==> config.mk <==
export PLATFORM = sky130hd
export DESIGN_NAME = program_stream_packet_framer_top_flat
export DESIGN_NICKNAME = d
export VERILOG_FILES = /design/src/hw/rtl/psf_pkg.sv /design/src/hw/rtl/psf_in_if.sv /design/src/hw/rtl/psf_out_if.sv /design/src/hw/rtl/psf_cfg_regs.sv /design/src/hw/rtl/psf_parser.sv /design/src/hw/rtl/psf_run_fifo.sv /design/src/hw/rtl/psf_emitter.sv /design/src/hw/rtl/program_stream_packet_framer_top.sv /design/src/flat_wrapper.sv
export VERILOG_INCLUDE_DIRS = /design/src /design/src/hw/rtl
export SDC_FILE = /design/constraint.sdc
export NUM_CORES = 1
export LEC_CHECK = 0
export ABC_AREA = 1
export BUFFER_PORTS_ARGS = -buffer_cell sky130_fd_sc_hd__buf_4
export CAP_MARGIN = 20
export CORE_UTILIZATION = 25
export DETAILED_ROUTE_END_ITERATION = 8
export GPL_TIMING_DRIVEN = 0
export PLACE_DENSITY_LB_ADDON = 0.05
export REMOVE_ABC_BUFFERS = 1
export SETUP_SLACK_MARGIN = 0.15
export SYNTH_ARGS = -nofsm -noshare
export SYNTH_HDL_FRONTEND = slang
export SYNTH_SLANG_ARGS = --single-unit
==> constraint.sdc <==
create_clock -name clk -period 6.1 [get_ports clk]
set_input_delay 0 -clock clk [delete_from_list [all_inputs] [get_ports clk]]
set_output_delay 0 -clock clk [all_outputs]
set_load 0.005 [all_outputs]
==> src/hw/rtl/program_stream_packet_framer_top_macros.svh <==
// ---------------------------------------------------------------------------
// Program stream packet framer - assertion macros
// Concurrent assertion wrappers; empty when SYNTHESIS is defined.
// ---------------------------------------------------------------------------
`ifndef PROGRAM_STREAM_PACKET_FRAMER_TOP_MACROS_SVH
`define PROGRAM_STREAM_PACKET_FRAMER_TOP_MACROS_SVH

`ifndef SYNTHESIS
// same-cycle implication
`define PSF_ASSERT_IMP(lbl, clk, rst_n, ante, cons, msg) \
  lbl: assert property (@(posedge clk) disable iff (!rst_n) (ante) |-> (cons)) \
    else $error(msg);
// next-cycle implication
`define PSF_ASSERT_NXT(lbl, clk, rst_n, ante, cons, msg) \
  lbl: assert property (@(posedge clk) disable iff (!rst_n) (ante) |=> (cons)) \
    else $error(msg);
`else
`define PSF_ASSERT_IMP(lbl, clk, rst_n, ante, cons, msg)
`define PSF_ASSERT_NXT(lbl, clk, rst_n, ante, cons, msg)
`endif

`endif

==> src/hw/rtl/psf_pkg.sv <==
// ---------------------------------------------------------------------------
// Program stream packet framer - package
// Types, codes and constants shared by the framer modules.
// ---------------------------------------------------------------------------
`default_nettype none

package psf_pkg;

  // parser phase
  typedef enum logic [2:0] {
    PH_SCAN  = 3'd0,
    PH_FIFTH = 3'd1,
    PH_SIXTH = 3'd2,
    PH_BODY  = 3'd3,
    PH_STUFF = 3'd4
  } phase_t;

  // kind of run queued between parser and emitter
  typedef enum logic [1:0] {
    RUN_ERR  = 2'd0,
    RUN_HDR  = 2'd1,
    RUN_BODY = 2'd2
  } run_kind_t;

  // result status codes
  localparam logic [1:0] STATUS_OK        = 2'd0;
  localparam logic [1:0] STATUS_BAD_PACK  = 2'd1;
  localparam logic [1:0] STATUS_TOO_LARGE = 2'd2;

  // configuration register indexes
  localparam int unsigned REG_MAX_PACKET = 0;

  localparam int unsigned LEN_W = 17;
  localparam logic [LEN_W-1:0] MAX_PACKET_RESET = 17'd65541;
  localparam logic [LEN_W-1:0] HDR_BYTES        = 17'd6;

  localparam logic [23:0] START_PREFIX = 24'h000001;
  localparam logic [7:0]  PACK_ID      = 8'hBA;
  localparam logic [7:0]  MPEG2_MASK   = 8'hC0;
  localparam logic [7:0]  MPEG2_CODE   = 8'h40;
  localparam logic [7:0]  MPEG1_MASK   = 8'hF0;
  localparam logic [7:0]  MPEG1_CODE   = 8'h20;
  localparam logic [15:0] MPEG2_PACK_LEN = 16'd8;
  localparam logic [15:0] MPEG1_PACK_LEN = 16'd6;

  // header burst positions
  localparam logic [2:0] HDR_IDX_LAST = 3'd5;

  localparam int unsigned RUN_FIFO_DEPTH = 8;

  // one queued run: up to six results for one input byte
  typedef struct packed {
    run_kind_t  kind;
    logic [1:0] status;
    logic [7:0] b0;     // stream id, or body byte
    logic [7:0] b1;     // fifth header byte
    logic [7:0] b2;     // sixth header byte
    logic       last;   // packet ends on this run
  } run_t;

  // queue status seen by the emitter
  typedef struct packed {
    logic full;
    logic empty;
  } fifo_stat_t;

endpackage

`default_nettype wire

==> src/hw/rtl/psf_in_if.sv <==
// ---------------------------------------------------------------------------
// Program stream packet framer - input channel
// Valid/ready channel carrying one raw stream byte per transfer.
// ---------------------------------------------------------------------------
`default_nettype none

interface psf_in_if;
  logic       valid;
  logic       ready;
  logic [7:0] in_byte;

  modport source (output valid, output in_byte, input ready);
  modport sink   (input valid, input in_byte, output ready);
endinterface

`default_nettype wire

==> src/hw/rtl/psf_out_if.sv <==
// ---------------------------------------------------------------------------
// Program stream packet framer - result channel
// Valid/ready channel carrying one framed byte with its marks per transfer.
// ---------------------------------------------------------------------------
`default_nettype none

interface psf_out_if;
  logic       valid;
  logic       ready;
  logic [7:0] out_byte;
  logic       first_of_packet;
  logic       last_of_packet;
  logic       last_of_run;
  logic [1:0] status;

  modport source (output valid, output out_byte, output first_of_packet,
                  output last_of_packet, output last_of_run, output status,
                  input ready);
  modport sink   (input valid, input out_byte, input first_of_packet,
                  input last_of_packet, input last_of_run, input status,
                  output ready);
endinterface

`default_nettype wire

==> src/hw/rtl/psf_cfg_regs.sv <==
// ---------------------------------------------------------------------------
// Program stream packet framer - configuration registers
// APB-style register bank holding the packet size limit.
// ---------------------------------------------------------------------------
`default_nettype none

module psf_cfg_regs (
  input  wire logic        clk,
  input  wire logic        rst_n,
  input  wire logic        psel,
  input  wire logic        penable,
  input  wire logic        pwrite,
  input  wire logic [2:0]  paddr,
  input  wire logic [31:0] pwdata,
  output logic      [31:0] prdata,
  output logic             pready,
  output logic [psf_pkg::LEN_W-1:0] max_packet
);

  logic [psf_pkg::LEN_W-1:0] max_packet_r;
  logic                      sel_max;
  logic                      wr_en;

  // register index sits in paddr[2]
  assign sel_max = (paddr[2] == psf_pkg::REG_MAX_PACKET[0]);
  assign wr_en   = psel && penable && pwrite;
  assign pready  = 1'b1;

  always_ff @(posedge clk) begin
    if (!rst_n) begin
      max_packet_r <= psf_pkg::MAX_PACKET_RESET;
    end else if (wr_en && sel_max) begin
      max_packet_r <= pwdata[psf_pkg::LEN_W-1:0];
    end
  end

  // read back
  always_comb begin
    prdata = '0;
    if (sel_max) begin
      prdata = {{(32 - psf_pkg::LEN_W){1'b0}}, max_packet_r};
    end
  end

  assign max_packet = max_packet_r;

endmodule

`default_nettype wire

==> src/hw/rtl/psf_parser.sv <==
// ---------------------------------------------------------------------------
// Program stream packet framer - parser
// Start-code search and packet length tracking; at most one run per input byte.
// ---------------------------------------------------------------------------
`default_nettype none

`include "program_stream_packet_framer_top_macros.svh"

module psf_parser (
  input  wire logic                      clk,
  input  wire logic                      rst_n,
  input  wire logic                      accept,
  input  wire logic [7:0]                in_byte,
  input  wire logic [psf_pkg::LEN_W-1:0] max_packet,
  output logic                           push,
  output psf_pkg::run_t                  run
);

  psf_pkg::phase_t           phase_r, phase_nxt;
  logic [23:0]               window_r, window_nxt;
  logic [7:0]                stream_id_r, stream_id_nxt;
  logic [7:0]                fifth_r, fifth_nxt;
  logic [psf_pkg::LEN_W-1:0] left_r, left_nxt;
  logic                      pack_hdr_r, pack_hdr_nxt;
  logic [2:0]                stuff_r, stuff_nxt;

  // header decode on the sixth byte
  logic                      is_pack;
  logic                      mpeg2;
  logic                      mpeg1;
  logic [15:0]               size;
  logic [psf_pkg::LEN_W-1:0] total;
  logic                      too_large;
  logic [psf_pkg::LEN_W-1:0] left_dec;
  logic [2:0]                stuff_dec;
  logic [2:0]                stuff_new;

  assign is_pack = (stream_id_r == psf_pkg::PACK_ID);
  assign mpeg2   = ((fifth_r & psf_pkg::MPEG2_MASK) == psf_pkg::MPEG2_CODE);
  assign mpeg1   = ((fifth_r & psf_pkg::MPEG1_MASK) == psf_pkg::MPEG1_CODE);

  always_comb begin
    priority if (!is_pack) begin
      size = {fifth_r, in_byte};
    end else if (mpeg2) begin
      size = psf_pkg::MPEG2_PACK_LEN;
    end else begin
      size = psf_pkg::MPEG1_PACK_LEN;
    end
  end

  assign total     = {1'b0, size} + psf_pkg::HDR_BYTES;
  assign too_large = (total > max_packet);
  assign left_dec  = left_r - 1'b1;
  assign stuff_dec = stuff_r - 1'b1;
  assign stuff_new = pack_hdr_r ? in_byte[2:0] : 3'd0;

  // state register
  always_ff @(posedge clk) begin
    if (!rst_n) begin
      phase_r     <= psf_pkg::PH_SCAN;
      window_r    <= '0;
      stream_id_r <= '0;
      fifth_r     <= '0;
      left_r      <= '0;
      pack_hdr_r  <= 1'b0;
      stuff_r     <= '0;
    end else begin
      phase_r     <= phase_nxt;
      window_r    <= window_nxt;
      stream_id_r <= stream_id_nxt;
      fifth_r     <= fifth_nxt;
      left_r      <= left_nxt;
      pack_hdr_r  <= pack_hdr_nxt;
      stuff_r     <= stuff_nxt;
    end
  end

  // next state and run to queue
  always_comb begin
    phase_nxt     = phase_r;
    window_nxt    = window_r;
    stream_id_nxt = stream_id_r;
    fifth_nxt     = fifth_r;
    left_nxt      = left_r;
    pack_hdr_nxt  = pack_hdr_r;
    stuff_nxt     = stuff_r;
    push          = 1'b0;
    run.kind      = psf_pkg::RUN_BODY;
    run.status    = psf_pkg::STATUS_OK;
    run.b0        = in_byte;
    run.b1        = fifth_r;
    run.b2        = in_byte;
    run.last      = 1'b0;

    if (accept) begin
      unique case (phase_r)
        psf_pkg::PH_SCAN: begin
          if (window_r == psf_pkg::START_PREFIX) begin
            stream_id_nxt = in_byte;
            phase_nxt     = psf_pkg::PH_FIFTH;
            window_nxt    = '0;
          end else begin
            window_nxt = {window_r[15:0], in_byte};
          end
        end
        psf_pkg::PH_FIFTH: begin
          fifth_nxt = in_byte;
          phase_nxt = psf_pkg::PH_SIXTH;
        end
        psf_pkg::PH_SIXTH: begin
          push = 1'b1;
          if ((is_pack && !mpeg2 && !mpeg1) || too_large) begin
            // error result, back to scanning
            run.kind     = psf_pkg::RUN_ERR;
            run.status   = (is_pack && !mpeg2 && !mpeg1) ?
                           psf_pkg::STATUS_BAD_PACK : psf_pkg::STATUS_TOO_LARGE;
            run.last     = 1'b1;
            phase_nxt    = psf_pkg::PH_SCAN;
            window_nxt   = '0;
            left_nxt     = '0;
            pack_hdr_nxt = 1'b0;
            stuff_nxt    = '0;
          end else begin
            run.kind = psf_pkg::RUN_HDR;
            run.b0   = stream_id_r;
            run.last = (size == 16'd0);
            if (size == 16'd0) begin
              // empty packet ends on its header
              phase_nxt    = psf_pkg::PH_SCAN;
              window_nxt   = '0;
              left_nxt     = '0;
              pack_hdr_nxt = 1'b0;
              stuff_nxt    = '0;
            end else begin
              left_nxt     = {1'b0, size};
              pack_hdr_nxt = is_pack && mpeg2;
              phase_nxt    = psf_pkg::PH_BODY;
            end
          end
        end
        psf_pkg::PH_BODY: begin
          push     = 1'b1;
          run.last = (left_dec == '0);
          left_nxt = left_dec;
          if (left_dec == '0) begin
            phase_nxt    = psf_pkg::PH_SCAN;
            window_nxt   = '0;
            left_nxt     = '0;
            pack_hdr_nxt = 1'b0;
            stuff_nxt    = '0;
            if (stuff_new != 3'd0) begin
              stuff_nxt = stuff_new;
              phase_nxt = psf_pkg::PH_STUFF;
            end
          end
        end
        psf_pkg::PH_STUFF: begin
          stuff_nxt = stuff_dec;
          if (stuff_dec == 3'd0) begin
            phase_nxt    = psf_pkg::PH_SCAN;
            window_nxt   = '0;
            left_nxt     = '0;
            pack_hdr_nxt = 1'b0;
          end
        end
        default: begin
          phase_nxt    = psf_pkg::PH_SCAN;
          window_nxt   = '0;
          left_nxt     = '0;
          pack_hdr_nxt = 1'b0;
          stuff_nxt    = '0;
        end
      endcase
    end
  end

  // stuffing phase always has bytes to drop; body always has bytes left
  `PSF_ASSERT_IMP(a_stuff_nonzero, clk, rst_n, phase_r == psf_pkg::PH_STUFF, stuff_r != 3'd0, "stuffing phase with zero count")
  `PSF_ASSERT_IMP(a_body_nonzero, clk, rst_n, phase_r == psf_pkg::PH_BODY, left_r != '0, "body phase with no bytes left")

endmodule

`default_nettype wire

==> src/hw/rtl/psf_run_fifo.sv <==
// ---------------------------------------------------------------------------
// Program stream packet framer - run queue
// Small register queue of runs between the parser and the emitter.
// ---------------------------------------------------------------------------
`default_nettype none

`include "program_stream_packet_framer_top_macros.svh"

module psf_run_fifo #(
  parameter int unsigned DEPTH = psf_pkg::RUN_FIFO_DEPTH
) (
  input  wire logic          clk,
  input  wire logic          rst_n,
  input  wire logic          push,
  input  wire psf_pkg::run_t din,
  input  wire logic          pop,
  output psf_pkg::run_t      dout,
  output psf_pkg::fifo_stat_t stat
);

  localparam int unsigned PTR_W = (DEPTH > 1) ? $clog2(DEPTH) : 1;
  localparam int unsigned CNT_W = $clog2(DEPTH + 1);

  psf_pkg::run_t    entries [DEPTH];
  logic [PTR_W-1:0] wr_ptr_r, rd_ptr_r;
  logic [CNT_W-1:0] count_r;

  assign stat.full  = (count_r == CNT_W'(DEPTH));
  assign stat.empty = (count_r == '0);
  assign dout       = entries[rd_ptr_r];

  // storage
  always_ff @(posedge clk) begin
    if (push) begin
      entries[wr_ptr_r] <= din;
    end
  end

  // pointers and fill level
  always_ff @(posedge clk) begin
    if (!rst_n) begin
      wr_ptr_r <= '0;
      rd_ptr_r <= '0;
      count_r  <= '0;
    end else begin
      if (push) begin
        wr_ptr_r <= (wr_ptr_r == PTR_W'(DEPTH - 1)) ? '0 : wr_ptr_r + 1'b1;
      end
      if (pop) begin
        rd_ptr_r <= (rd_ptr_r == PTR_W'(DEPTH - 1)) ? '0 : rd_ptr_r + 1'b1;
      end
      unique case ({push, pop})
        2'b10:   count_r <= count_r + 1'b1;
        2'b01:   count_r <= count_r - 1'b1;
        default: count_r <= count_r;
      endcase
    end
  end

  `PSF_ASSERT_IMP(a_no_overflow, clk, rst_n, push, !stat.full, "run pushed into a full queue")
  `PSF_ASSERT_IMP(a_no_underflow, clk, rst_n, pop, !stat.empty, "run popped from an empty queue")

endmodule

`default_nettype wire

==> src/hw/rtl/psf_emitter.sv <==
// ---------------------------------------------------------------------------
// Program stream packet framer - emitter
// Expands queued runs into single results and holds the output register.
// ---------------------------------------------------------------------------
`default_nettype none

`include "program_stream_packet_framer_top_macros.svh"

module psf_emitter (
  input  wire logic                clk,
  input  wire logic                rst_n,
  input  wire psf_pkg::run_t       head,
  input  wire psf_pkg::fifo_stat_t stat,
  output logic                     pop,
  psf_out_if.source                out_if
);

  logic [2:0] idx_r;
  logic       valid_r;
  logic [7:0] byte_r;
  logic       first_r, last_r, run_end_r;
  logic [1:0] status_r;

  logic       load, take, final_item;
  logic [7:0] item_byte;
  logic       item_first, item_last, item_run_end;
  logic [1:0] item_status;

  assign final_item = (head.kind != psf_pkg::RUN_HDR) || (idx_r == psf_pkg::HDR_IDX_LAST);
  assign load       = !valid_r || out_if.ready;
  assign take       = load && !stat.empty;
  assign pop        = take && final_item;

  // select the current item of the head run
  always_comb begin
    item_byte    = 8'h00;
    item_first   = 1'b0;
    item_last    = 1'b0;
    item_run_end = 1'b1;
    item_status  = psf_pkg::STATUS_OK;
    unique case (head.kind)
      psf_pkg::RUN_ERR: begin
        item_status = head.status;
      end
      psf_pkg::RUN_BODY: begin
        item_byte = head.b0;
        item_last = head.last;
      end
      psf_pkg::RUN_HDR: begin
        item_run_end = 1'b0;
        unique case (idx_r)
          3'd0: item_first = 1'b1;
          3'd1: item_byte  = 8'h00;
          3'd2: item_byte  = 8'h01;
          3'd3: item_byte  = head.b0;
          3'd4: item_byte  = head.b1;
          default: begin
            item_byte    = head.b2;
            item_last    = head.last;
            item_run_end = 1'b1;
          end
        endcase
      end
      default: begin
        item_status = psf_pkg::STATUS_OK;
      end
    endcase
  end

  // item index and output valid
  always_ff @(posedge clk) begin
    if (!rst_n) begin
      idx_r   <= '0;
      valid_r <= 1'b0;
    end else begin
      if (load) begin
        valid_r <= !stat.empty;
      end
      if (take) begin
        idx_r <= final_item ? 3'd0 : idx_r + 3'd1;
      end
    end
  end

  // output payload register
  always_ff @(posedge clk) begin
    if (take) begin
      byte_r    <= item_byte;
      first_r   <= item_first;
      last_r    <= item_last;
      run_end_r <= item_run_end;
      status_r  <= item_status;
    end
  end

  assign out_if.valid           = valid_r;
  assign out_if.out_byte        = byte_r;
  assign out_if.first_of_packet = first_r;
  assign out_if.last_of_packet  = last_r;
  assign out_if.last_of_run     = run_end_r;
  assign out_if.status          = status_r;

  // a burst in progress always has its header run at the queue head
  `PSF_ASSERT_IMP(a_burst_head, clk, rst_n, idx_r != 3'd0, !stat.empty && head.kind == psf_pkg::RUN_HDR, "header burst lost its run")

endmodule

`default_nettype wire

==> src/hw/rtl/program_stream_packet_framer_top.sv <==
// ---------------------------------------------------------------------------
// Program stream packet framer - top level
// Frames MPEG program stream packets from a byte stream.
// ---------------------------------------------------------------------------
//  channel   | direction | transfer
//  in_if     | sink      | one raw stream byte (in_byte)
//  out_if    | source    | one framed byte with first/last marks and status
//  psel ...  | APB slave | max_packet_bytes at byte address 0
//
// One input byte is taken per cycle while the queue has room; the parser
// handles it in the cycle it is taken and queues at most one run. A header
// run leaves as six results, all others as one, via an 8-entry run queue.
// in_if.ready falls only while that queue is full; out_if stalls hold the
// output register. Synchronous reset clears all control state and sets the
// size limit to 65541; there is no clearing pass.
// ---------------------------------------------------------------------------
`default_nettype none

module program_stream_packet_framer_top #(
  parameter int unsigned FIFO_DEPTH = psf_pkg::RUN_FIFO_DEPTH
) (
  input  wire logic        clk,
  input  wire logic        rst_n,
  psf_in_if.sink           in_if,
  psf_out_if.source        out_if,
  input  wire logic        psel,
  input  wire logic        penable,
  input  wire logic        pwrite,
  input  wire logic [2:0]  paddr,
  input  wire logic [31:0] pwdata,
  output logic      [31:0] prdata,
  output logic             pready
);

  logic [psf_pkg::LEN_W-1:0] max_packet;
  logic                      accept;
  logic                      push, pop;
  psf_pkg::run_t             run_in, run_head;
  psf_pkg::fifo_stat_t       stat;

  assign in_if.ready = !stat.full;
  assign accept      = in_if.valid && !stat.full;

  psf_cfg_regs u_cfg (
    .clk        (clk),
    .rst_n      (rst_n),
    .psel       (psel),
    .penable    (penable),
    .pwrite     (pwrite),
    .paddr      (paddr),
    .pwdata     (pwdata),
    .prdata     (prdata),
    .pready     (pready),
    .max_packet (max_packet)
  );

  psf_parser u_parser (
    .clk        (clk),
    .rst_n      (rst_n),
    .accept     (accept),
    .in_byte    (in_if.in_byte),
    .max_packet (max_packet),
    .push       (push),
    .run        (run_in)
  );

  psf_run_fifo #(
    .DEPTH (FIFO_DEPTH)
  ) u_fifo (
    .clk   (clk),
    .rst_n (rst_n),
    .push  (push),
    .din   (run_in),
    .pop   (pop),
    .dout  (run_head),
    .stat  (stat)
  );

  psf_emitter u_emit (
    .clk    (clk),
    .rst_n  (rst_n),
    .head   (run_head),
    .stat   (stat),
    .pop    (pop),
    .out_if (out_if)
  );

endmodule

`default_nettype wire

==> src/flat_wrapper.sv <==
// flat-port wrapper written by rule: the top's interface ports become plain ports
module program_stream_packet_framer_top_flat 
#(
  parameter int unsigned FIFO_DEPTH = psf_pkg::RUN_FIFO_DEPTH
)
  (clk, rst_n, psel, penable, pwrite, paddr, pwdata, prdata, pready, in_if_valid, in_if_in_byte, in_if_ready, out_if_valid, out_if_out_byte, out_if_first_of_packet, out_if_last_of_packet, out_if_last_of_run, out_if_status, out_if_ready);
  psf_in_if in_if_i ();
  psf_out_if out_if_i ();
  input  wire logic clk;
  input  wire logic rst_n;
  input  wire logic psel;
  input  wire logic penable;
  input  wire logic pwrite;
  input  wire logic [2:0] paddr;
  input  wire logic [31:0] pwdata;
  output logic      [31:0] prdata;
  output logic pready;
  input wire logic [$bits(in_if_i.valid)-1:0] in_if_valid;
  input wire logic [$bits(in_if_i.in_byte)-1:0] in_if_in_byte;
  output wire logic [$bits(in_if_i.ready)-1:0] in_if_ready;
  output wire logic [$bits(out_if_i.valid)-1:0] out_if_valid;
  output wire logic [$bits(out_if_i.out_byte)-1:0] out_if_out_byte;
  output wire logic [$bits(out_if_i.first_of_packet)-1:0] out_if_first_of_packet;
  output wire logic [$bits(out_if_i.last_of_packet)-1:0] out_if_last_of_packet;
  output wire logic [$bits(out_if_i.last_of_run)-1:0] out_if_last_of_run;
  output wire logic [$bits(out_if_i.status)-1:0] out_if_status;
  input wire logic [$bits(out_if_i.ready)-1:0] out_if_ready;
  assign in_if_i.valid = in_if_valid;
  assign in_if_i.in_byte = in_if_in_byte;
  assign in_if_ready = in_if_i.ready;
  assign out_if_valid = out_if_i.valid;
  assign out_if_out_byte = out_if_i.out_byte;
  assign out_if_first_of_packet = out_if_i.first_of_packet;
  assign out_if_last_of_packet = out_if_i.last_of_packet;
  assign out_if_last_of_run = out_if_i.last_of_run;
  assign out_if_status = out_if_i.status;
  assign out_if_i.ready = out_if_ready;
  program_stream_packet_framer_top #(.FIFO_DEPTH(FIFO_DEPTH)) u_core (.clk(clk), .rst_n(rst_n), .in_if(in_if_i), .out_if(out_if_i), .psel(psel), .penable(penable), .pwrite(pwrite), .paddr(paddr), .pwdata(pwdata), .prdata(prdata), .pready(pready));
endmodule
# Word level (Yosys, flattened, before mapping)
# Memory sizes are Yosys's and may differ from the RTL's. A register that Yosys moved wholly into a read port is not among the register bits.
# Cells that the tools add are included.
dict set report word_totals {
  rom_bits 0
  latch_bits 0
  memories 1
  ramBits 232
  elab_cells 150
  register_bits 108
  output_inout_bits 48
  input_bits 50
}
# memory depth width read_ports rd_ports_with_merged_regs wr line
set memory_table {}
lappend memory_table {u_core.u_fifo.entries 8 29 1 1 1 psf_run_fifo.sv:24} ;# psf_pkg::run_t entries [DEPTH];
dict set report op_classes {
  bitwise_logic 3
  multipliers 0
  order_cmp 1
  n_eq_ne 25
  muxes 57
  addsub 8
  shift 0
  n_reduce_logical 37
  div 0
}
# cell n
set op_table {}
lappend op_table {{24-bit two-way mux} 5}
lappend op_table {{24-bit case mux with 5 select lines} 1}
lappend op_table {{17-bit case mux with 4 select lines} 1}
lappend op_table {{17-bit two-way mux} 3}
lappend op_table {{16-bit two-way mux} 3}
lappend op_table {{3-bit two-way mux} 14}
lappend op_table {{8-bit case mux with 4 select lines} 1}
lappend op_table {{24-bit by 1-bit equality test with 1-bit output (second input constant)} 1}
lappend op_table {{12-bit two-way mux} 2}
lappend op_table {{16-bit by 3-bit adder with 17-bit output (second input constant)} 1}
lappend op_table {{17-bit greater-than comparator} 1}
lappend op_table {{17-bit logical NOT} 1}
lappend op_table {{17-bit by 1-bit subtractor with 17-bit output (second input constant)} 1}
lappend op_table {{16-bit logical NOT} 1}
lappend op_table {{8-bit case mux with 2 select lines} 1}
lappend op_table {{3-bit equality test (second input constant)} 5}
lappend op_table {{3-bit case mux with 5 select lines} 1}
lappend op_table {{1-bit two-way mux} 14}
lappend op_table {{3-bit by 2-bit equality test with 1-bit output (second input constant)} 4}
lappend op_table {{3-bit case mux with 4 select lines} 1}
lappend op_table {{4-bit AND reduction} 3}
lappend op_table {{3-bit by 1-bit adder with 3-bit output (second input constant)} 3}
lappend op_table {{1-bit logical AND} 9}
lappend op_table {{3-bit logical NOT} 3}
lappend op_table {{30 further kinds} 51}

# Logic depth before layout (Yosys ltp)
# Gate-level depths: netlist (run 1).
dict set report logic_depth {
  ltp_word 9
  mapped_depth 31
  mapped_depth_nobuf 29
}

# Modules after synthesis
# From an unflattened synthesis (run 1), not the netlist that was laid out.
dict set report unflattened {
  cells_unflattened 1826
  area_unflattened_um2 16587.2
}
# mod seq_area_each_um2 area_per_inst_um2 cells_per_inst n_inst
set by_module_without_submodules {}
lappend by_module_without_submodules {psf_run_fifo 7226.9 9711.8 743 1}
lappend by_module_without_submodules {psf_parser 1281.2 4660.7 764 1}
lappend by_module_without_submodules {psf_emitter 470.5 1133.6 153 1}
lappend by_module_without_submodules {psf_cfg_regs 340.3 1067.3 163 1}
lappend by_module_without_submodules {program_stream_packet_framer_top 0.0 13.8 3 1}

# Worst setup path before layout (run 1)
# Ideal clock, no wire load.
dict set report synth_timing {
  kind {register to register}
  startpoint {register u_core.u_parser.fifth_r[7]}
  endpoint {memory u_core.u_fifo.entries[0][23] (netlist name), data pin}
  arrival_ps 3446
  period_less_slack_ps 3765
  path_stages_with_launch 24
  setup_ps 319
  n_path_buf 1
  t_required_ps 5781
  slack_ps 2335
  path_cell_list {dfxtp_1 inv_1 nand2_1 nand3_1 nand2_1 inv_1 ha_1 inv_1 nand3_1 nand3b_1 nor2_1 nand3_1 nor2_1 xor2_1 ha_1 nand3_1 inv_1 a21oi_1 nand3_1 nand2_1 nand2_1 nor2_1 buf_2 o21ai_0}
}
# item line
set synth_lines {}
lappend synth_lines {{start: declaration} psf_parser.sv:22} ;# logic [7:0] fifth_r, fifth_nxt;
lappend synth_lines {{start signal: assignment} psf_parser.sv:72} ;# fifth_r <= fifth_nxt;
lappend synth_lines {{end: declaration} psf_run_fifo.sv:24}

==> impl_metrics.yaml, run 1 <==
run_status:
  run_status: "complete, no violations"
timing:
  rsz0062_at_grt: "false"
  slew_headroom_pct: 33.0
  setup_ws_ns: 0.578
  setup_viol: 0
  finalHoldViolCount: 0
  tightest_slew_ns: 0.998
  fin_crit_ns: 5.52
  slew_viol_final: 0
  fin_skew_ns: 0.0317
  tns_ns: 0
  period_share_pct: 90.5
  timing.fmax_ghz: 0.181
floorplanning:
  core_um2: 62100
  ios: 98
  die-area_um2: 64100
  die_x_um: 253
  initial_core_util_pct: 25.4
  std_cell_rows: 91
  dieHeight_um: 253
routing:
  dr.pass1.iters: 5
  antenna_left: 0
  avgViaCountPerCell: 4.49
  via_count: 11800
  routedWlPerCell_um: 18.7
  drt_iter0_drc: 631
  drc: 0
  wl_um: 48900
grt:
  met2_usage_pct: 24.5
  grt_pass1_wl_um: 74000
  use_met1_pct: 21.6
  met3_usage_pct: 2.72
  overflow: 0
  grt_use_total_pct: 15.5
  grt_pass1_vias: 11500
  busiest_layer: "met2"
  antenna_found_initial: 1
  grt_max_degree: 81
final_layout:
  fillers: 6572
  finish.utilization_pct: 30.6
  postLayoutCellArea_um2: 19000
  nets: 1837
  drive_above_1_share_pct: 9.93
  diodes: 0
  area_delta_synth_final_pct: 20.2
clock_network:
  cts_inserted_buffers: 43
  cts_root_buf: "clkbuf_16"
  cts_tree: "done"
  insertion_delay_ns: 0.59
  h-tree-depth: 2
  path_clk_slew_ns: 0.06
  cts.sinks: 343
  clockBufferDepth: 3
power:
  p_leak_nw: 7.16
  power_density_nw_per_um2: 295
  p_total_mw: 5.60
  peakVddDrop_v: 0.000186
synth:
  synthAdderAreaFrac_pct: 3.06
  yosys.area_share.simple_pct: 17.5
  synth_cell_types: 52
  syn_inst: 1662
  ys_seq_elements: 343
  synth_compound_area_share_pct: 13.4
  yosys_warnings: 0
  avgSynthCellArea_um2: 9.49
  yosysSeqAreaShare_pct: 59.1
  synthesis.area_um2: 15800
  synth_xor_area_share_pct: 0.888
  synth_top_family_by_area: "simple AND/OR/NAND/NOR gates"
  synthMuxAreaShare_pct: 0
placement:
  finalWeightedCongestion: 0.732
  dp_slack_ns: 0.524
  place_area_um2: 17300
  hpwl_um: 31100
  numPortBuffers: 64
setup_path:
  worstSetupPathType: "reg2reg"
  arrival_ns: 5.99
  cp.required_ns: 6.57
  end_kind: "flop"
  crit_fanout: 80
  start_kind: "flop"
worst_hold_path:
  holdCritPathClass: "in2reg"
flow_run:
  cap_viol_max_count: 0
power by group:
group	internal (mW)	switching, mW
combinational	0.218	0.397
clock	1.34	1.03
sequential	2.56	0.0536
placed cells by master, fill, tap and decap left out, types with 3 or more instances in the layout:
cell type and n:
nor3b_1 4, o211ai_1 19, conb_1 16, a211oi_1 3, xor2_1 10, ha_1 37
inv_1 122, o22ai_1 31, buf_6 3, dlygate4sd3_1 32, dfxtp_1 95, buf_4 71
xnor2_1 6, edfxtp_1 245, nor3_1 13, o21bai_1 13, nor2_2 6, nand2_1 317
clkbuf_16 43, clkbuf_1 10, nand2_2 5, nand4_1 9, a21oi_1 101, clkinv_2 7
o21ai_0 163, nand3b_1 3, a22oi_1 8, buf_12 10, clkinv_1 21, nor2_1 244
o221ai_1 8, a31oi_1 3, nor2_4 9, nand3_1 49, a32o_1 7
metal layers:
layer	part of all wire [%]	routed length, um
met5	0	0
met4	2.1	1030
met3	3.7	1810
met2	46	22300
met1	49	23800
cell families after synthesis:
group / Yosys count
AND/OR/NAND/NOR: 670
other: 2
XOR/XNOR: 16
AO/OA/AOI/OAI: 370
buffers and inverters: 223
adder cells (fa/ha/maj): 38
flip-flops: 343
final cells by class:
type / instances / area, um2 / share of cell area (%)
well taps: 837 / 1050 / 5.52
clock inverters: 26 / 180 / 0.950
flip-flops and latches: 343 / 9330 / 49.2
multi-input cells: 1110 / 5640 / 29.7
clock buffers: 53 / 1110 / 5.87
inverters: 131 / 497 / 2.62
repair buffers: 120 / 1160 / 6.10
flip-flops by register name, indices dropped and copies added, names as in the netlist, named ones only:
register / flops
u_core.u_emit.out_if.first_of_packet: 1
u_core.u_cfg.max_packet: 17
u_core.u_parser.window_r: 24
u_core.u_parser.fifth_r: 8
u_core.u_fifo.count_r: 4
u_core.u_parser.phase_r: 3
u_core.u_emit.out_if.last_of_run: 1
u_core.u_emit.out_if.valid: 1
u_core.u_fifo.entries: 232
u_core.u_parser.left_r: 17
u_core.u_emit.out_if.status: 2
u_core.u_emit.idx_r: 3
u_core.u_emit.out_if.last_of_packet: 1
u_core.u_parser.stuff_r: 3
u_core.u_parser.stream_id_r: 8
u_core.u_emit.out_if.out_byte: 8
u_core.u_fifo.wr_ptr_r: 3
u_core.u_parser.pack_hdr_r: 1
u_core.u_fifo.rd_ptr_r: 3
through the flow:
| step | instances | hold slack [ns] |
|---|---|---|
| floorplan | 1584 | 0.0311 |
| global placement | 2485 | 0.237 |
| detailed placement | 2505 | 0.237 |
| CTS | 2616 | 0.0237 |
| global route | 2620 | 0.0500 |
| finish | 2620 | 0.0140 |
critical path, cell delays in order (launching register included):
cell and delay (ns):
dfxtp_4 0.55, buf_16 0.30, inv_4 0.39, buf_16 0.34
o21ai_0 0.13, o22ai_1 0.16, inv_1 0.05, o21ai_0 0.69
ha_1 0.55, inv_1 0.14, a21oi_1 0.25, nor2_1 0.25
ha_1 0.30, ha_1 0.34, nand2_1 0.08, nor2_1 0.04
a211oi_1 0.23, nor2_1 0.07, nor2_1 0.08, nand2_1 0.07
o21ai_0 0.15, a21oi_1 0.06
repair_timing:
action                                 4_1_cts  5_1_grt
gates resized for setup                      0        0
setup buffers                                0        0
endpoints found under the hold margin      102        0
hold buffers                                32        0
cells in the mapped netlist (all sizes together):
library cell / count / area [um2]
a22oi: 8 / 60.1
o22ai: 31 / 194
a311oi: 2 / 17.5
xnor2: 6 / 52.6
nor2: 261 / 1030
and3: 2 / 12.5
fa: 1 / 20.0
a21oi: 101 / 505
dfxtp: 98 / 1960
o211ai: 19 / 143
o311ai: 1 / 8.76
clkinv: 7 / 26.3
o221ai: 8 / 70.1
nor4: 2 / 12.5
clkbuf: 56 / 210
a31oi: 4 / 25.0
inv: 124 / 465
conb: 2 / 7.51
o21ai: 165 / 826
a21o: 1 / 7.51
ha: 37 / 463
buf: 36 / 246
o21bai: 13 / 97.6
edfxtp: 245 / 7360
o21a: 1 / 7.51
nor3: 15 / 85.1
a32oi: 1 / 8.76
a32o: 7 / 70.1
nand3: 50 / 263
nand2: 324 / 1240
nand4: 9 / 56.3
a2111oi: 2 / 23.8
o211a: 1 / 10.0
a211oi: 3 / 22.5
nand3b: 3 / 22.5
nor3b: 4 / 30.0
xor2: 10 / 87.6
o32ai: 2 / 17.5
worst paths after layout:
path / start / to / slack [ns] / depth (start not counted)
min: rst_n / u_core.u_cfg.max_packet[4]$_SDFFE_PN0P_ / 0.01 / 3
max reg2reg: flop / u_core.u_fifo.count_r[3]$_SDFFE_PN0P_ / 0.58 / 21
min reg2reg: u_core.u_parser.window_r[10]$_SDFFE_PN0P_ / u_core.u_parser.window_r[10]$_SDFFE_PN0P_ / 0.48 / 2
max: flop / u_core.u_fifo.count_r[3]$_SDFFE_PN0P_ / 0.58 / 21
Note: power is estimated with default switching activity, not from simulation.
==> run 2: changes to the inputs <==
--- a/config.mk
+++ b/config.mk
@@ -12,6 +12,7 @@
 export CORE_UTILIZATION = 25
 export DETAILED_ROUTE_END_ITERATION = 8
 export GPL_TIMING_DRIVEN = 0
+export MAX_ROUTING_LAYER = met4
 export PLACE_DENSITY_LB_ADDON = 0.05
 export REMOVE_ABC_BUFFERS = 1
 export SETUP_SLACK_MARGIN = 0.15
==> impl_metrics.yaml, run 2 (synthesis gave the netlist of run 1 again) <==
run_status:
  run_status: "complete, no violations"
timing:
  fin_skew_ns: 0.0347
  timing.fmax_ghz: 0.181
  slew_viol_final: 0
  setup_ws_ns: 0.589
  setup_viol: 0
  rsz0062_at_grt: "false"
  finalHoldViolCount: 0
  slew_headroom_pct: 32.8
  fin_crit_ns: 5.51
  period_share_pct: 90.4
  tightest_slew_ns: 1.00
clock_network:
  clockBufferDepth: 3
  postCtsSetupBuffers: 0
  cts.repair.resized: 0
  cts_tree: "done"
  cts_root_buf: "clkbuf_16"
  path_clk_slew_ns: 0.06
  cts_inserted_buffers: 43
  cts.sinks: 343
  h-tree-depth: 2
  ctsHoldBuffers: 32
  insertion_delay_ns: 0.60
final_layout:
  area_delta_synth_final_pct: 20.2
  finish.utilization_pct: 30.6
  largest_reg_flops: 232
  mostFrequentLayoutCell: "nand2_1"
  largest_register: "u_core.u_fifo.entries"
  reg_top3: "u_core.u_fifo.entries (232), u_core.u_parser.window_r (24)"
  final_cells: 2621
  postLayoutCellArea_um2: 19000
  drive_above_1_share_pct: 9.93
  final_cell_mix: "nand2_1 (317), edfxtp_1 (245), nor2_1 (244), o21ai_0 (163), inv_1 (122)"
  nets: 1837
floorplanning:
  die-area_um2: 64100
  ios: 98
  core_um2: 62100
  die_x_um: 253
  std_cell_rows: 91
  initial_core_util_pct: 25.4
  dieHeight_um: 253
routing:
  drc: 0
  drt_iter0_drc: 588
  dr.pass1.iters: 5
  avgViaCountPerCell: 4.49
  routedWlPerCell_um: 18.6
  antenna_left: 0
  via_count: 11800
  wl_um: 48900
grt:
  grt_pass1_vias: 11500
  grt_use_total_pct: 15.9
  antenna_found_initial: 2
  overflow: 0
  grt_pass1_wl_um: 74000
  grt_max_degree: 81
placement:
  finalWeightedCongestion: 0.743
  dp_slack_ns: 0.524
  place_inst: 2505
  hpwl_um: 31100
  numPortBuffers: 64
  place_area_um2: 17300
power:
  p_leak_nw: 7.16
  peakVddDrop_v: 0.000188
  power_density_nw_per_um2: 295
setup_path:
  worstSetupPathType: "reg2reg"
  start_kind: "flop"
  end_kind: "flop"
  crit_fanout: 80
  arrival_ns: 5.98
  cp_common_cell: "nor2_1"
  slowest_delay_ns: 0.69
  cp.required_ns: 6.57
  cp_cell_sequence: "buf_16 -> inv_4 -> buf_16 -> o21ai_0 -> o22ai_1 -> inv_1 -> o21ai_0 -> ha_1 -> inv_1 -> a21oi_1 -> nor2_1 -> ha_1 -> ha_1 -> nand2_1 -> nor2_1 -> a211oi_1 -> nor2_1 -> nor2_1 -> nand2_1 -> o21ai_0 -> a21oi_1"
  crit_slowest_cell: "o21ai_0"
  path_delay_family: "compound AO/OA/AOI/OAI gates"
  crit_buf_inv: 5
worst_hold_path:
  hold_start: "rst_n"
  holdCritPathClass: "in2reg"
flow_run:
  cap_viol_max_count: 0
[run 2: cell types whose count changed in the layout (fill, tap and decap cells not counted), sizes merged]
| cell | change |
|---|---|
| diode | +1 |
[run 2: path summary, 6_finish.rpt]
path | endpoint | slack [ns] | cells after the start
max reg2reg | u_core.u_fifo.count_r[3]$_SDFFE_PN0P_ | 0.59 | 21
min reg2reg | u_core.u_parser.window_r[10]$_SDFFE_PN0P_ | 0.48 | 2
max | u_core.u_fifo.count_r[3]$_SDFFE_PN0P_ | 0.59 | 21
min | u_core.u_cfg.max_packet[5]$_SDFFE_PN0P_ | 0.01 | 3
[run 2: tightest hold or removal path, cell delays in order]
cell,delay (ns)
buf_4,0.29
o21ai_0,0.18
a21oi_1,0.05
[run 2: stage by stage]
step	setup TNS [ns]	total power, mW	hold slack [ns]
6_report	0	5.60	0.0123
5_1_grt	0	5.88	0.0500
3_5_place_dp	0	3.27	0.237
2_1_floorplan	0	3.01	0.0311
3_3_place_gp	-95.41	3.25	0.237
4_1_cts	0	5.70	0.0237
[run 2: report_power, final]
part	switching [mW]	total, mW	leakage [nW]	internal [mW]
logic	0.399	0.617	3.49	0.218
clock network	1.03	2.37	0.628	1.34
registers	0.0538	2.61	3.04	2.56
total	1.48	5.60	7.16	4.12
[run 2: routing by layer]
metal / wire length [um] / track usage (%)
met5: 0 / -
met4: 1050 / 4.10
met3: 1720 / 2.73
met2: 22300 / 24.5
met1: 23800 / 21.6
[run 2: final cells by class]
class | instances | area, um2
repair buffers | 120 | 1160
diodes | 1 | 2.50
clock inverters | 26 | 180
multi-input cells | 1110 | 5640
flip-flops and latches | 343 | 9330
inverters | 131 | 497
clock buffers | 53 | 1110
fillers | 6571 | 43100
well taps | 837 | 1050
==> run 3: changes to the inputs <==
--- a/config.mk
+++ b/config.mk
@@ -7,6 +7,7 @@
 export NUM_CORES = 1
 export LEC_CHECK = 0
 export ABC_AREA = 1
+export ABC_CLOCK_PERIOD_IN_PS = 6100
 export BUFFER_PORTS_ARGS = -buffer_cell sky130_fd_sc_hd__buf_4
 export CAP_MARGIN = 20
 export CORE_UTILIZATION = 25
==> constraint.sdc (replaced) <==
create_clock -name clk -period 6.1 [get_ports clk]
set_input_delay 0.915 -clock clk [delete_from_list [all_inputs] [get_ports clk]]
set_output_delay 0.915 -clock clk [all_outputs]
set_load 0.02 [all_outputs]
==> impl_metrics.yaml, run 3 (synthesis gave the netlist of run 1 again) <==
clock_network:
  cts_inserted_buffers: 43
  insertion_delay_ns: 0.60
  cts_tree: "done"
  cts_root_buf: "clkbuf_16"
  clockBufferDepth: 3
  path_clk_slew_ns: 0.06
  ctsHoldBuffers: 0
  h-tree-depth: 2
  cts.sinks: 343
  cts.repair.resized: 0
  postCtsSetupBuffers: 0
grt:
  antenna_found_initial: 1
  overflow: 0
  grt_use_total_pct: 15.9
  grt_max_degree: 81
  grt_pass1_vias: 11400
  grt_pass1_wl_um: 73700
setup_path:
  cp_common_cell: "nor2_1"
  path_delay_family: "compound AO/OA/AOI/OAI gates"
  arrival_ns: 6.04
  worstSetupPathType: "reg2reg"
  crit_buf_inv: 4
  crit_slowest_cell: "dfxtp_4"
  slowest_delay_ns: 0.80
  start_kind: "flop"
  crit_fanout: 80
  cp.required_ns: 6.57
  end_kind: "flop"
  cp_cell_sequence: "buf_16 -> inv_4 -> buf_16 -> o21ai_0 -> o22ai_1 -> nand2_1 -> o21ai_0 -> ha_1 -> inv_1 -> a21oi_1 -> nor2_1 -> ha_1 -> ha_1 -> nand2_1 -> nor2_1 -> a211oi_1 -> nor2_1 -> nor2_1 -> nand2_1 -> o21ai_0 -> a21oi_1"
floorplanning:
  initial_core_util_pct: 25.4
  die_x_um: 253
  dieHeight_um: 253
  std_cell_rows: 91
  core_um2: 62100
  ios: 98
  die-area_um2: 64100
placement:
  hpwl_um: 31100
  numPortBuffers: 64
  dp_slack_ns: 0.524
  finalWeightedCongestion: 0.743
  place_area_um2: 17300
  place_inst: 2505
final_layout:
  reg_top3: "u_core.u_fifo.entries (232), u_core.u_parser.window_r (24)"
  mostFrequentLayoutCell: "nand2_1"
  drive_above_1_share_pct: 10.1
  diodes: 0
  postLayoutCellArea_um2: 18600
  largest_reg_flops: 232
  largest_register: "u_core.u_fifo.entries"
  fillers: 6590
  finish.utilization_pct: 30.0
  area_delta_synth_final_pct: 18.2
  final_cells: 2588
  nets: 1805
  final_cell_mix: "nand2_1 (317), edfxtp_1 (245), nor2_1 (244), o21ai_0 (163), inv_1 (122)"
power:
  p_leak_nw: 7.04
  p_total_mw: 5.61
  power_density_nw_per_um2: 301
  peakVddDrop_v: 0.000188
routing:
  dr.pass1.iters: 5
  drt_iter0_drc: 592
  antenna_left: 0
  drc: 0
  routedWlPerCell_um: 18.9
  wl_um: 48800
  avgViaCountPerCell: 4.51
  via_count: 11700
timing:
  tightest_slew_ns: 1.01
  setup_ws_ns: 0.526
  tns_ns: 0
  rsz0062_at_grt: "false"
  finalHoldViolCount: 0
  fin_skew_ns: 0.0336
  slew_viol_final: 0
  slew_headroom_pct: 32.1
  timing.fmax_ghz: 0.179
  fin_crit_ns: 5.57
  period_share_pct: 91.4
  fin_hold_ws_ns: 0.483
  setup_viol: 0
worst_hold_path:
  holdCritPathClass: "reg2reg"
flow_run:
  cap_viol_max_count: 0
run_status:
  run_status: "complete, no violations"
[run 3: worst register-to-register path, stage by stage (launching register included)]
cell and delay, ns:
dfxtp_4 0.80, buf_16 0.34, inv_4 0.30, buf_16 0.28, o21ai_0 0.32, o22ai_1 0.10, nand2_1 0.07, o21ai_0 0.37
ha_1 0.52, inv_1 0.16, a21oi_1 0.09, nor2_1 0.71, ha_1 0.34, ha_1 0.28, nand2_1 0.08, nor2_1 0.04
a211oi_1 0.23, nor2_1 0.07, nor2_1 0.08, nand2_1 0.07, o21ai_0 0.15, a21oi_1 0.06
[run 3: layout make-up]
| class | count | area [um2] | area share [%] |
|---|---|---|---|
| clock buffers | 53 | 1110 | 5.97 |
| clock inverters | 26 | 180 | 0.967 |
| inverters | 131 | 497 | 2.66 |
| multi-input cells | 1110 | 5640 | 30.2 |
| flip-flops and latches | 343 | 9330 | 50.0 |
| well taps | 837 | 1050 | 5.62 |
| repair buffers | 88 | 837 | 4.49 |
[run 3: routing by layer]
layer	GRT usage, %	wire, um	vias to the layer above	share of wire [%]
met3	2.80	1760	59	3.6
met1	21.5	23800	5630	49
met4	4.10	1040	0	2.1
li1	-	-	5788	-
met5	-	0	-	0
met2	24.4	22200	185	45
[run 3: worst paths after layout]
kind                                             startpoint                                         to  slack [ns]  cells past startpoint
setup reg to reg                                       flop      u_core.u_fifo.count_r[3]$_SDFFE_PN0P_        0.53                     21
setup / recovery                                       flop      u_core.u_fifo.count_r[3]$_SDFFE_PN0P_        0.53                     21
hold reg to reg   u_core.u_parser.window_r[10]$_SDFFE_PN0P_  u_core.u_parser.window_r[10]$_SDFFE_PN0P_        0.48                      2
hold / removal    u_core.u_parser.window_r[10]$_SDFFE_PN0P_  u_core.u_parser.window_r[10]$_SDFFE_PN0P_        0.48                      2
[run 3: power by group]
group / switching [mW] / total (mW) / internal [mW]
combinational: 0.415 / 0.622 / 0.207
sequential: 0.0538 / 2.61 / 2.56
clock: 1.03 / 2.37 / 1.34
total: 1.50 / 5.61 / 4.11
